[src/rtl/core/pmf_pkg.sv]
// ----------------------------------------------------------------------------
// pmf_pkg
// shared types, constants and helpers of the position majority fuser
// ----------------------------------------------------------------------------
package pmf_pkg;

	localparam int MAX_REPORTS = 16;
	localparam int IDX_W       = $clog2(MAX_REPORTS);
	localparam int CNT_W       = $clog2(MAX_REPORTS + 1);
	localparam int POS_W       = 16;
	localparam int SUM_W       = POS_W + IDX_W;
	localparam int BITCNT_W    = $clog2(SUM_W);
	localparam int CFG_IDX_W   = 1;

	// register indexes of the configuration port
	localparam logic [CFG_IDX_W-1:0] CFG_SELF_RADIUS  = 1'b0;
	localparam logic [CFG_IDX_W-1:0] CFG_GROUP_RADIUS = 1'b1;

	// status and kind bit positions
	localparam int ST_VISIBLE = 2;
	localparam int KD_WORLD   = 0;
	localparam int KD_CART    = 1;
	localparam int KD_POLAR   = 2;

	typedef struct packed {
		logic [2:0]       status;
		logic [2:0]       kind;
		logic [POS_W-1:0] wx;
		logic [POS_W-1:0] wy;
		logic [POS_W-1:0] wz;
	} entry_t;

	localparam int ENT_W = $bits(entry_t);

	typedef enum logic [1:0] {
		SRC_OWN_NEAR = 2'd0,
		SRC_MAJORITY = 2'd1,
		SRC_OWN_COPY = 2'd2,
		SRC_NONE     = 2'd3
	} src_t;

	typedef enum logic [3:0] {
		ST_IDLE,
		ST_OWN_MUL,
		ST_START,
		ST_GR2_MUL,
		ST_ANC_RD,
		ST_ANC_CHK,
		ST_MEM_RD,
		ST_MEM_MUL,
		ST_ANC_END,
		ST_PICK,
		ST_AVG_RD,
		ST_AVG_ACC,
		ST_DIV_LOAD,
		ST_DIV_STEP,
		ST_DIV_DONE,
		ST_RESULT
	} st_t;

	function automatic logic usable(entry_t e);
		logic ok;
		ok = (e.status == 3'b111) && e.kind[KD_WORLD];
		return ok;
	endfunction

	// magnitude of a 17 bit signed value, always fits 16 bits here
	function automatic logic [POS_W-1:0] mag17(logic [POS_W:0] v);
		logic [POS_W:0] n;
		n = v[POS_W] ? (~v + 1'b1) : v;
		return n[POS_W-1:0];
	endfunction

endpackage

[src/rtl/core/pmf_ram.sv]
// ----------------------------------------------------------------------------
// pmf_ram
// generic single write port, single read port ram with registered read
// ----------------------------------------------------------------------------
module pmf_ram #(
	parameter int WIDTH = 8,
	parameter int DEPTH = 16
) (
	input  logic                     clk,
	input  logic                     we,
	input  logic [$clog2(DEPTH)-1:0] waddr,
	input  logic [WIDTH-1:0]         wdata,
	input  logic [$clog2(DEPTH)-1:0] raddr,
	output logic [WIDTH-1:0]         rdata
);

	logic [WIDTH-1:0] mem_q [DEPTH];

	always_ff @(posedge clk) begin
		if (we) begin
			mem_q[waddr] <= wdata;
		end
		rdata <= mem_q[raddr];
	end

endmodule

[src/rtl/core/position_majority_fuser_core.sv]
// ----------------------------------------------------------------------------
// position_majority_fuser_core
// collects object position reports and fuses them into one world position
// ----------------------------------------------------------------------------
//  channel  | dir | signals                          | content
//  ---------+-----+----------------------------------+---------------------------
//  s_       | in  | s_tvalid s_tready s_tdata s_tuser | one report, tlast ends set
//           |     | s_tlast                          |
//  m_       | out | m_tvalid m_tready m_tdata m_tuser | one fused result per set
//  cfg_     | in  | cfg_we cfg_index cfg_data        | radius registers
//
//  a plain report without the last mark leaves the block in idle; an own
//  report that is stored first runs its nearness check, the last report then
//  runs the grouping: all pairs of stored reports go through one shared
//  16x16 squarer; a majority adds a sum over the group and a restoring
//  division per axis; the input is only ready in idle; a finished result
//  waits in the output register and the next set loads meanwhile
//  reset clears the set, the radii go to 500 and 1000 mm
// ----------------------------------------------------------------------------
module position_majority_fuser_core
	import pmf_pkg::*;
(
	input  logic                 clk,
	input  logic                 arst_n,
	input  logic                 s_tvalid,
	output logic                 s_tready,
	// report_status, world_x, world_y, world_z, rel_x, rel_y, rel_z, polar_range
	input  logic [119:0]         s_tdata,
	// is_own, kind_bits
	input  logic [3:0]           s_tuser,
	input  logic                 s_tlast,
	output logic                 m_tvalid,
	input  logic                 m_tready,
	// fused_x, fused_y, fused_z, world_present, seen, group_members
	output logic [55:0]          m_tdata,
	// result_source
	output logic [1:0]           m_tuser,
	input  logic                 cfg_we,
	input  logic [CFG_IDX_W-1:0] cfg_index,
	input  logic [15:0]          cfg_data
);

	st_t state_q, state_d;

	// control registers
	logic [CNT_W-1:0] count_q;
	logic             own_valid_q;
	logic             own_near_q;
	logic             m_tvalid_q;
	logic [15:0]      self_radius_q;
	logic [15:0]      group_radius_q;

	// working registers
	logic [2:0]             ph_q;
	entry_t                 own_q;
	entry_t                 anc_q;
	logic [POS_W-1:0]       rel_x_q, rel_y_q, rel_z_q, polar_q;
	logic                   last_q;
	logic [2*POS_W-1:0]     prod_q;
	logic [2*POS_W+1:0]     acc_q;
	logic [2*POS_W-1:0]     gr2_q;
	logic [CNT_W-1:0]       i_q, j_q;
	logic [MAX_REPORTS-1:0] mask_q, best_q;
	logic [CNT_W-1:0]       size_q, best_size_q;
	logic                   unamb_q;
	logic [SUM_W-1:0]       sum_x_q, sum_y_q, sum_z_q;
	logic [CNT_W-1:0]       avg_cnt_q;
	logic [1:0]             axis_q;
	logic [BITCNT_W-1:0]    bit_q;
	logic [SUM_W-1:0]       dvd_q;
	logic [CNT_W-1:0]       rem_q;
	logic                   neg_q;
	logic [POS_W-1:0]       qx_q, qy_q, qz_q;
	src_t                   src_q;
	logic [55:0]            m_tdata_q;
	logic [1:0]             m_tuser_q;

	// combinational
	logic                 acc_in;
	logic                 ram_we;
	logic [IDX_W-1:0]     ram_raddr;
	entry_t               ram_wdata;
	logic [ENT_W-1:0]     ram_rdata;
	entry_t               rd_e;
	logic [POS_W-1:0]     mul_op;
	logic [2*POS_W+1:0]   dist2;
	logic                 in_group;
	logic                 out_free;
	logic [CNT_W:0]       rem_sh;
	logic [SUM_W-1:0]     sum_sel;
	logic [SUM_W-1:0]     q_fix;
	logic                 is_own_in;
	logic                 majority;

	assign acc_in    = s_tvalid && s_tready;
	assign is_own_in = s_tuser[0];
	assign out_free  = !m_tvalid_q || m_tready;
	assign rd_e      = entry_t'(ram_rdata);
	assign majority  = (best_size_q != '0) && unamb_q;

	assign ram_wdata.status = s_tdata[2:0];
	assign ram_wdata.kind   = s_tuser[3:1];
	assign ram_wdata.wx     = s_tdata[18:3];
	assign ram_wdata.wy     = s_tdata[34:19];
	assign ram_wdata.wz     = s_tdata[50:35];

	pmf_ram #(
		.WIDTH (ENT_W),
		.DEPTH (MAX_REPORTS)
	) u_store (
		.clk   (clk),
		.we    (ram_we),
		.waddr (count_q[IDX_W-1:0]),
		.wdata (ram_wdata),
		.raddr (ram_raddr),
		.rdata (ram_rdata)
	);

	// squared distance of the current candidate, last axis still in prod_q
	assign dist2    = acc_q + {2'b00, prod_q};
	assign in_group = rd_e.kind[KD_WORLD] && (dist2 <= {2'b00, gr2_q});

	// one restoring divider step
	assign rem_sh = {rem_q, dvd_q[SUM_W-1]};

	always_comb begin
		unique case (axis_q)
			2'd0:    sum_sel = sum_x_q;
			2'd1:    sum_sel = sum_y_q;
			default: sum_sel = sum_z_q;
		endcase
	end

	assign q_fix = neg_q ? (~dvd_q + 1'b1) : dvd_q;

	// next state
	always_comb begin
		state_d = state_q;
		unique case (state_q)
			ST_IDLE: begin
				if (acc_in) begin
					if ((count_q < CNT_W'(MAX_REPORTS)) && is_own_in) state_d = ST_OWN_MUL;
					else if (s_tlast) state_d = ST_START;
				end
			end
			ST_OWN_MUL:  if (ph_q == 3'd4) state_d = last_q ? ST_START : ST_IDLE;
			ST_START:    state_d = (own_valid_q && own_near_q) ? ST_RESULT : ST_GR2_MUL;
			ST_GR2_MUL:  if (ph_q == 3'd1) state_d = ST_ANC_RD;
			ST_ANC_RD:   state_d = (i_q == count_q) ? ST_PICK : ST_ANC_CHK;
			ST_ANC_CHK:  state_d = usable(rd_e) ? ST_MEM_RD : ST_ANC_RD;
			ST_MEM_RD:   state_d = (j_q == count_q) ? ST_ANC_END : ST_MEM_MUL;
			ST_MEM_MUL:  if (ph_q == 3'd3) state_d = ST_MEM_RD;
			ST_ANC_END:  state_d = ST_ANC_RD;
			ST_PICK:     state_d = majority ? ST_AVG_RD : ST_RESULT;
			ST_AVG_RD:   state_d = (i_q == count_q) ? ST_DIV_LOAD : ST_AVG_ACC;
			ST_AVG_ACC:  state_d = ST_AVG_RD;
			ST_DIV_LOAD: state_d = ST_DIV_STEP;
			ST_DIV_STEP: if (bit_q == BITCNT_W'(SUM_W - 1)) state_d = ST_DIV_DONE;
			ST_DIV_DONE: state_d = (axis_q == 2'd2) ? ST_RESULT : ST_DIV_LOAD;
			ST_RESULT:   if (out_free) state_d = ST_IDLE;
			default:     state_d = ST_IDLE;
		endcase
	end

	// outputs of the sequencer: handshake, store port, squarer operand
	always_comb begin
		s_tready  = 1'b0;
		ram_we    = 1'b0;
		ram_raddr = i_q[IDX_W-1:0];
		mul_op    = '0;
		unique case (state_q)
			ST_IDLE: begin
				s_tready = 1'b1;
				ram_we   = acc_in && (count_q < CNT_W'(MAX_REPORTS));
			end
			ST_OWN_MUL: begin
				case (ph_q)
					3'd0:    mul_op = rel_x_q;
					3'd1:    mul_op = rel_y_q;
					3'd2:    mul_op = rel_z_q;
					default: mul_op = self_radius_q;
				endcase
			end
			ST_GR2_MUL: mul_op = group_radius_q;
			ST_MEM_RD, ST_MEM_MUL: begin
				ram_raddr = j_q[IDX_W-1:0];
				case (ph_q)
					3'd0:    mul_op = mag17({rd_e.wx[POS_W-1], rd_e.wx}
						- {anc_q.wx[POS_W-1], anc_q.wx});
					3'd1:    mul_op = mag17({rd_e.wy[POS_W-1], rd_e.wy}
						- {anc_q.wy[POS_W-1], anc_q.wy});
					default: mul_op = mag17({rd_e.wz[POS_W-1], rd_e.wz}
						- {anc_q.wz[POS_W-1], anc_q.wz});
				endcase
			end
			default: ;
		endcase
	end

	// control registers
	always_ff @(posedge clk or negedge arst_n) begin
		if (!arst_n) begin
			state_q        <= ST_IDLE;
			count_q        <= '0;
			own_valid_q    <= 1'b0;
			own_near_q     <= 1'b0;
			m_tvalid_q     <= 1'b0;
			self_radius_q  <= 16'd500;
			group_radius_q <= 16'd1000;
		end else begin
			state_q <= state_d;
			if (cfg_we) begin
				unique case (cfg_index)
					CFG_SELF_RADIUS:  self_radius_q  <= cfg_data;
					CFG_GROUP_RADIUS: group_radius_q <= cfg_data;
					default: ;
				endcase
			end
			if (ram_we) begin
				count_q <= count_q + 1'b1;
				if (is_own_in) own_valid_q <= 1'b1;
			end
			if ((state_q == ST_OWN_MUL) && (ph_q == 3'd4)) begin
				own_near_q <= (own_q.status == 3'b111)
					&& ((own_q.kind[KD_CART] && (acc_q <= {2'b00, prod_q}))
					|| (own_q.kind[KD_POLAR] && (polar_q <= self_radius_q)));
			end
			if ((state_q == ST_RESULT) && out_free) begin
				m_tvalid_q  <= 1'b1;
				count_q     <= '0;
				own_valid_q <= 1'b0;
				own_near_q  <= 1'b0;
			end else if (m_tvalid_q && m_tready) begin
				m_tvalid_q <= 1'b0;
			end
		end
	end

	// datapath registers
	always_ff @(posedge clk) begin
		ph_q   <= (state_d != state_q) ? 3'd0 : ph_q + 3'd1;
		prod_q <= mul_op * mul_op;
		unique case (state_q)
			ST_IDLE: begin
				if (acc_in) begin
					last_q <= s_tlast;
					if (ram_we && is_own_in) begin
						own_q   <= ram_wdata;
						rel_x_q <= mag17({s_tdata[66], s_tdata[66:51]});
						rel_y_q <= mag17({s_tdata[82], s_tdata[82:67]});
						rel_z_q <= mag17({s_tdata[98], s_tdata[98:83]});
						polar_q <= s_tdata[114:99];
					end
				end
			end
			ST_OWN_MUL: begin
				if (ph_q == 3'd0) acc_q <= '0;
				else if (ph_q != 3'd4) acc_q <= acc_q + {2'b00, prod_q};
			end
			ST_START: begin
				src_q       <= SRC_OWN_NEAR;
				i_q         <= '0;
				best_q      <= '0;
				best_size_q <= '0;
				unamb_q     <= 1'b0;
			end
			ST_GR2_MUL: if (ph_q == 3'd1) gr2_q <= prod_q;
			ST_ANC_CHK: begin
				anc_q  <= rd_e;
				j_q    <= '0;
				mask_q <= '0;
				size_q <= '0;
				if (!usable(rd_e)) i_q <= i_q + 1'b1;
			end
			ST_MEM_MUL: begin
				if (ph_q == 3'd0) acc_q <= '0;
				else if (ph_q != 3'd3) acc_q <= acc_q + {2'b00, prod_q};
				else begin
					j_q <= j_q + 1'b1;
					if (in_group) begin
						mask_q[j_q[IDX_W-1:0]] <= 1'b1;
						size_q <= size_q + 1'b1;
					end
				end
			end
			ST_ANC_END: begin
				i_q <= i_q + 1'b1;
				if (size_q > best_size_q) begin
					best_q      <= mask_q;
					best_size_q <= size_q;
					unamb_q     <= 1'b1;
				end else if (size_q == best_size_q) begin
					unamb_q <= unamb_q && (mask_q == best_q);
				end
			end
			ST_PICK: begin
				i_q       <= '0;
				sum_x_q   <= '0;
				sum_y_q   <= '0;
				sum_z_q   <= '0;
				avg_cnt_q <= '0;
				axis_q    <= 2'd0;
				if (majority) src_q <= SRC_MAJORITY;
				else src_q <= own_valid_q ? SRC_OWN_COPY : SRC_NONE;
			end
			ST_AVG_ACC: begin
				i_q <= i_q + 1'b1;
				if (best_q[i_q[IDX_W-1:0]] && usable(rd_e)) begin
					sum_x_q   <= sum_x_q + SUM_W'($signed(rd_e.wx));
					sum_y_q   <= sum_y_q + SUM_W'($signed(rd_e.wy));
					sum_z_q   <= sum_z_q + SUM_W'($signed(rd_e.wz));
					avg_cnt_q <= avg_cnt_q + 1'b1;
				end
			end
			ST_DIV_LOAD: begin
				neg_q <= sum_sel[SUM_W-1];
				dvd_q <= sum_sel[SUM_W-1] ? (~sum_sel + 1'b1) : sum_sel;
				rem_q <= '0;
				bit_q <= '0;
			end
			ST_DIV_STEP: begin
				bit_q <= bit_q + 1'b1;
				if (rem_sh >= {1'b0, avg_cnt_q}) begin
					rem_q <= CNT_W'(rem_sh - {1'b0, avg_cnt_q});
					dvd_q <= {dvd_q[SUM_W-2:0], 1'b1};
				end else begin
					rem_q <= rem_sh[CNT_W-1:0];
					dvd_q <= {dvd_q[SUM_W-2:0], 1'b0};
				end
			end
			ST_DIV_DONE: begin
				axis_q <= axis_q + 2'd1;
				unique case (axis_q)
					2'd0:    qx_q <= q_fix[POS_W-1:0];
					2'd1:    qy_q <= q_fix[POS_W-1:0];
					default: qz_q <= q_fix[POS_W-1:0];
				endcase
			end
			ST_RESULT: begin
				if (out_free) begin
					m_tuser_q <= src_q;
					unique case (src_q)
						SRC_OWN_NEAR, SRC_OWN_COPY: begin
							m_tdata_q <= own_q.kind[KD_WORLD]
								? {1'b0, 5'd0, own_q.status[ST_VISIBLE], 1'b1,
								   own_q.wz, own_q.wy, own_q.wx}
								: {1'b0, 5'd0, own_q.status[ST_VISIBLE], 1'b0, 48'd0};
						end
						SRC_MAJORITY: begin
							m_tdata_q <= (avg_cnt_q != '0)
								? {1'b0, 5'(best_size_q), 1'b1, 1'b1, qz_q, qy_q, qx_q}
								: {1'b0, 5'(best_size_q), 1'b1, 1'b0, 48'd0};
						end
						default: m_tdata_q <= '0;
					endcase
				end
			end
			default: ;
		endcase
	end

	assign m_tvalid = m_tvalid_q;
	assign m_tdata  = m_tdata_q;
	assign m_tuser  = m_tuser_q;

	// store fill never runs past its depth
	a_count_range: assert property (@(posedge clk) disable iff (!arst_n)
		count_q <= CNT_W'(MAX_REPORTS))
		else $error("report count beyond store depth");

	// a division only runs with a nonzero member count
	a_div_nonzero: assert property (@(posedge clk) disable iff (!arst_n)
		(state_q == ST_DIV_STEP) |-> (avg_cnt_q != '0))
		else $error("division by zero member count");

	// a majority result always names a nonempty group
	a_majority_members: assert property (@(posedge clk) disable iff (!arst_n)
		(m_tvalid_q && (m_tuser_q == SRC_MAJORITY)) |-> (m_tdata_q[54:50] != 5'd0))
		else $error("majority result without members");

	// the input stays blocked while the grouping products run
	a_busy_block: assert property (@(posedge clk) disable iff (!arst_n)
		(state_q == ST_MEM_MUL) |=> !acc_in)
		else $error("request taken during grouping");

endmodule

[config.mk]
export PLATFORM = sky130hd
export DESIGN_NAME = position_majority_fuser_core
export DESIGN_NICKNAME = d
export VERILOG_FILES = /design/src/rtl/core/pmf_pkg.sv /design/src/rtl/core/pmf_ram.sv /design/src/rtl/core/position_majority_fuser_core.sv
export SDC_FILE = /design/constraint.sdc
export NUM_CORES = 2
export LEC_CHECK = 0
export BUFFER_PORTS_ARGS = -buffer_cell sky130_fd_sc_hd__buf_2
export CAP_MARGIN = 25
export CORE_ASPECT_RATIO = 0.5
export CORE_UTILIZATION = 30
export CTS_CLUSTER_SIZE = 20
export DETAILED_ROUTE_END_ITERATION = 7
export PLACE_DENSITY = 0.47
export SETUP_SLACK_MARGIN = 0.4
export SYNTH_ARGS = -nofsm -noshare
export SYNTH_HDL_FRONTEND = slang
export SYNTH_SLANG_ARGS = --single-unit
[constraint.sdc]
create_clock -name clk -period 18.6 [get_ports clk]
set_input_delay 2.79 -clock clk [delete_from_list [all_inputs] [get_ports clk]]
set_output_delay 2.79 -clock clk [all_outputs]
set_load 0.02 [all_outputs]
# Word level (Yosys, flattened, before mapping)
# Memory sizes are Yosys's and may differ from the RTL's. A register that Yosys moved wholly into a read port is not among the register bits.
# Index checks and enable logic that the tools add are counted.
[totals]
regBits = 571
mem_bits_rw = 864
in_bits = 147
mem_count = 1
[op_classes]
n_addsub = 24
n_mul = 1
order_cmp = 9
eq_ne = 42
mux = 92
bitwise = 11
reduce_logical = 60
[memory_table]
columns = ["memory", "words", "word_bits", "rd", "rd_ports_with_merged_regs", "wr", "line_no", "source"]
rows = [
  ["u_store.mem_q", 16, 54, 1, 1, 1, "pmf_ram.sv:17", "logic [WIDTH-1:0] mem_q [DEPTH];"],
]
[op_table]
columns = ["op", "n"]
rows = [
  ["$pmux W20 S2", 5],
  ["$mux W34", 4],
  ["$mux W16", 8],
  ["$add A16 B1 Y16 const B", 7],
  ["$not A16 Y16", 7],
  ["$pmux W55 S2", 1],
  ["$mux W49", 2],
  ["$pmux W16 S2", 3],
  ["$pmux W16 S3", 2],
  ["$mux W20", 4],
  ["$le A34 B32 Y1", 2],
  ["$pmux W34 S2", 1],
  ["$pmux W4 S16", 1],
  ["$add A20 B20 Y20", 3],
  ["$pmux W5 S2", 6],
  ["$mux W5", 11],
  ["$sub A16 B16 Y17", 3],
  ["$mux W4", 12],
  ["$mux W15", 3],
  ["$add A34 B32 Y34", 1],
  ["$eq A4 B4 Y1 const B", 8],
  ["$mul A16 B16 Y32", 1],
  ["$add A5 B1 Y5 const B", 6],
  ["$reduce_and A2 Y1", 13],
  ["49 further kinds", 125],
]

# Longest topological paths before layout
[depth]
word_depth = 9
mapped_depth = 43

# Hierarchy
# Synthesis repeated with hierarchy kept, for this count alone.
[hier_totals]
hier_cells = 5234
area_unflattened_um2 = 73371.6
[modules_own_cells]
columns = ["mod", "n_inst", "cells_per_inst", "area_each_um2", "seq_area_each_um2"]
rows = [
  ["position_majority_fuser_core", 1, 3840, 39935.8, 16510.8],
  ["pmf_ram", 1, 1394, 33435.8, 27025.9],
]

# Worst setup path after synthesis
# No wires, ideal clock.
[synth_timing]
kind = "register to register"
startpoint = "register anc_q[16] (netlist bit)"
endpoint = "register prod_q[31]"
setup_time_ns = 0.129
arrival_ns = 9.383
required_time_ns = 18.471
setup_slack_ns = 9.087
stages_incl_launch_ff = 39
n_path_buf = 2
period_less_slack_ns = 9.513
cell_sequence = "edfxtp_1 -> ha_1 -> fa_1 -> nor2b_1 -> o31a_1 -> or3_1 -> a221oi_1 -> or3b_4 -> or4b_4 -> nand2_1 -> xor2_1 -> o22ai_1 -> o21ai_0 -> nand2_1 -> clkbuf_1 -> nand2_1 -> fa_1 -> fa_1 -> (+3 left out) -> fa_1 -> inv_1 -> fa_1 -> inv_1 -> ha_1 -> clkbuf_1 -> a21oi_1 -> a21boi_0 -> o41ai_1 -> a31oi_1 -> o21ai_0 -> nand2b_1 -> a221o_1 -> a41o_1 -> o21ai_0 -> nand2b_1 -> a21oi_1 -> xnor3_1"
[synth_between]
elab_chain_cells = 7
[synth_rtl]
columns = ["element", "line_no", "source"]
rows = [
  ["start, declared", "position_majority_fuser_core.sv:56", "entry_t anc_q;"],
  ["start signal, assigned", "position_majority_fuser_core.sv:269", "anc_q <= rd_e;"],
  ["$sub A16 B16 Y17 *", "position_majority_fuser_core.sv:191", "- {anc_q.wy[POS_W-1], anc_q.wy});"],
  ["$not A16 Y16", "pmf_pkg.sv:70", "n = v[POS_W] ? (~v + 1'b1) : v;"],
  ["$add A16 B1 Y16", "pmf_pkg.sv:70", ""],
  ["$mux W16 *", "pmf_pkg.sv:70", ""],
  ["$pmux W16 S2 *", "position_majority_fuser_core.sv:187", "case (ph_q)"],
  ["$pmux W16 S3 *", "position_majority_fuser_core.sv:171", "unique case (state_q)"],
  ["$mul A16 B16 Y32 *", "position_majority_fuser_core.sv:242", "prod_q <= mul_op * mul_op;"],
  ["end signal, assigned", "position_majority_fuser_core.sv:242", ""],
  ["end, declared", "position_majority_fuser_core.sv:59", "logic [2*POS_W-1:0] prod_q;"],
]
# Mark *: on every way between the ends. The rest lies on a longest branch, timed or not.
# A chain may end at the register's enable or synchronous reset.

# Worst setup path in the final report
[layout_timing]
startpoint = "register anc_q[36] (netlist bit)"
endpoint = "register prod_q[31]"
[layout_between]
elab_chain_cells = 7
[layout_rtl]
columns = ["element", "line_no", "source"]
rows = [
  ["$sub A16 B16 Y17 *", "position_majority_fuser_core.sv:189", "- {anc_q.wx[POS_W-1], anc_q.wx});"],
  ["$not A16 Y16", "pmf_pkg.sv:70", ""],
  ["$add A16 B1 Y16", "pmf_pkg.sv:70", ""],
  ["$mux W16 *", "pmf_pkg.sv:70", ""],
  ["$pmux W16 S2 *", "position_majority_fuser_core.sv:187", ""],
  ["$pmux W16 S3 *", "position_majority_fuser_core.sv:171", ""],
  ["$mul A16 B16 Y32 *", "position_majority_fuser_core.sv:242", ""],
]
# Marked as above.

==> impl_results.md <==
* Outcome: complete, no violations
* Count of cell types in the netlist at 90
* Std cell rows at 127
* Iter 0 DRT Violations at 3392
* Worst slew pin tran at 1.19 ns
* H-Tree Depth at 4
* Synth Register Bits at 1452
* Hold path cells at 0
* Worst Path Required at 19.23 ns
* Class of the worst hold path: reg2reg
* Setup TNS Final at 0 ns
* Die W at 701 um
* Residual DRC at 0
* TritonRoute pass-1 iters at 5
* Overall routing resource usage at 0.168
* Grt total ovfl at 0
* Period utilization at 0.601
* Vias in the first global route at 46600
* WL/cell at 22.1 um
* Startpoint Class: flip-flop
* Arrival time worst endpoint at 11.82 ns
* Critical path's largest stage delay at 0.69 ns
* Critical Path Fanout Max at 14
* Crit path time final at 11.19 ns
* Initial Utilization at 0.304
* Core Box Area at 241000 um^2
* Post-Synthesis Cell Area at 73400 um^2
* Initial antenna violation count at 22
* Worst-path clk slew at 0.07 ns
* CTS tree: yes
* Max-Cap Viols at 0
* Clk root buf: clkbuf_16
* Total CTS buffers at 156
* Post-CTS setup buffers at 0
* Routed WL at 212000 um
* Clk Latency, worst-skew pair at 0.82 ns
* Syn. warnings at 0
* Post-CTS Resized at 0
* Final setup viols at 0
* Post-DP HPWL at 139000 um
* Worst clock skew at 0.0796 ns
* Async S/R FF share, synth at 0.0303
* Clock Sinks at 1452
* Slew headroom at 0.208
* FMAX at 89.4 MHz
* Die height at 352 um
* I/O Pins at 207
* Type of the worst setup path: reg2reg
* Nets at 6929
* Worst path most repeated cell: fa_1
* Port bufs at 200
* R2R cell count at 36
* Clock Tree Buf Depth at 4
* Layout area overhead at 13.6%
* Slowest-stage cell, CP: a221o_1
* Via/cell ratio at 4.96
* Via count at 47700
* Final slew viol count at 0
* RSZ-0062 raised after global routing: no
* Cells after Synth at 6079
* Detail Route Antenna Nets at 0
* Routability Congestion at 0.835
* Post-cts hold buffer count at 0
* Post-synthesis net count at 6745
* Synth Flop Type: edfxtp_1
* Final Hold Vio Count at 0
* Die Area at 247000 um^2
* Worst Setup End Kind: flip-flop
* Layout cells sized above 1 at 0.0976
* EDFF count, synth at 1322
* Mapped Avg Cell Area at 12.1 um^2
* Sequential share of the synthesized area at 0.580
* Global-route wire length before repair at 311000 um
* Largest net degree at the start of global routing at 130
## through the flow
step,hold slack (ns),setup WS [ns],util,instances,area [um^2]
4_1_cts,0.472,7.49,0.345,9602,83300
6_report,0.466,7.41,0.345,9610,83300
3_5_place_dp,0.458,7.57,0.325,9327,78500
5_1_grt,0.496,6.70,0.345,9606,83300
3_3_place_gp,0.453,7.49,0.325,9323,78400
2_1_floorplan,0.417,9.09,-,6079,73400
## layer usage
layer	track usage	vias up	wire length (um)
li1	-	22600	-
met1	0.236	23900	99600
met5	0	-	26
met3	0.0210	269	8210
met4	0.0417	6	5200
met2	0.277	902	99400
## final cells by class
| class | count | area [um^2] |
|---|---|---|
| clock buffer | 216 | 4360 |
| multi-input combinational | 3895 | 28400 |
| clock inverter | 59 | 463 |
| fill | 23800 | 158000 |
| timing repair buffer | 308 | 1870 |
| antenna | 5 | 12.5 |
| inverter | 450 | 1690 |
| tap | 3225 | 4040 |
| sequential | 1452 | 42500 |
## logic make-up after synthesis
| kind of cell | Yosys count | synth area share |
|---|---|---|
| AND/OR/NAND/NOR | 1690 | 0.110 |
| flip-flops | 1452 | 0.580 |
| AO/OA/AOI/OAI | 1369 | 0.127 |
| buffers and inverters | 732 | 0.0376 |
| adder cells (fa/ha/maj) | 519 | 0.106 |
| XOR/XNOR | 284 | 0.0342 |
| multiplexers | 32 | 0.00537 |
| other | 1 | 0.0000511 |
## final timing paths
path | start | endpoint | slack [ns]
hold / removal | prod_q[2] | gr2_q[2] | 0.47
setup reg to reg | anc_q[36] | prod_q[31] | 7.41
hold reg to reg | prod_q[2] | gr2_q[2] | 0.47
setup / recovery | anc_q[36] | prod_q[31] | 7.41
min in group asynchronous | arst_n | m_tvalid | 2.11
max in group asynchronous | arst_n | group_radius_q[2] | 15.85
## Yosys cell counts, types with 35 or more instances
cell	instances	area (um^2)
a211oi_1	288	2160
a21o_1	58	435
a21oi_1	310	1550
a22o_1	61	534
a311oi_1	106	928
a31oi_1	123	769
and2_1	279	1750
and3_1	41	257
clkbuf_1	263	987
dfxtp_1	86	1720
edfxtp_1	1322	39700
fa_1	170	3400
ha_1	349	4370
inv_1	447	1680
nand2_1	678	2540
nand2b_1	54	338
nand3_1	70	350
nor2_1	285	1070
nor2b_1	50	313
nor3_1	86	430
o21ai_0	175	876
o21bai_1	35	263
o31ai_1	38	285
xnor2_1	193	1690
xor2_1	89	780
## critical path, delay by kind of cell, from the launching register on
family          cells  cell delay [ns]
flops               1             0.32
fa+ha+maj           8             3.87
simple gates        4             0.43
xor+xnor            2             0.45
compound gates     17             5.33
buf+inv             5             0.61
## registers in the layout, summed over array words and instances (netlist names), 20 cells and up
name           flops
gr2_q             31
u_store.rdata     52
sum_y_q           20
anc_q             48
prod_q            31
sum_z_q           20
u_store.mem_q    832
acc_q             34
dvd_q             20
sum_x_q           20
m_tdata           55
own_q             54
## cell usage in the layout (no fill, tap or decap), drive strengths merged, types with 38 or more instances in the layout
| cell | netlist | routed |
|---|---|---|
| a311oi | 106 | 106 |
| o21ai | 177 | 177 |
| a211oi | 288 | 288 |
| and2 | 291 | 291 |
| nor3 | 87 | 87 |
| dfxtp | 86 | 86 |
| a22o | 61 | 61 |
| inv | 447 | 452 |
| a21o | 58 | 58 |
| xnor2 | 194 | 194 |
| edfxtp | 1322 | 1322 |
| fa | 170 | 170 |
| and3 | 41 | 41 |
| clkinv | 3 | 50 |
| a21oi | 311 | 311 |
| buf | 18 | 307 |
| ha | 349 | 349 |
| a31oi | 123 | 123 |
| nand2b | 54 | 54 |
| nand3 | 70 | 70 |
| nor2b | 50 | 50 |
| nor2 | 286 | 286 |
| o31ai | 38 | 38 |
| clkbuf | 264 | 217 |
| nand2 | 678 | 678 |
| xor2 | 89 | 89 |
Power is left out: the tool's default activity adds up to more than one toggle a clock period on the data nets, which glitch-free logic cannot reach.
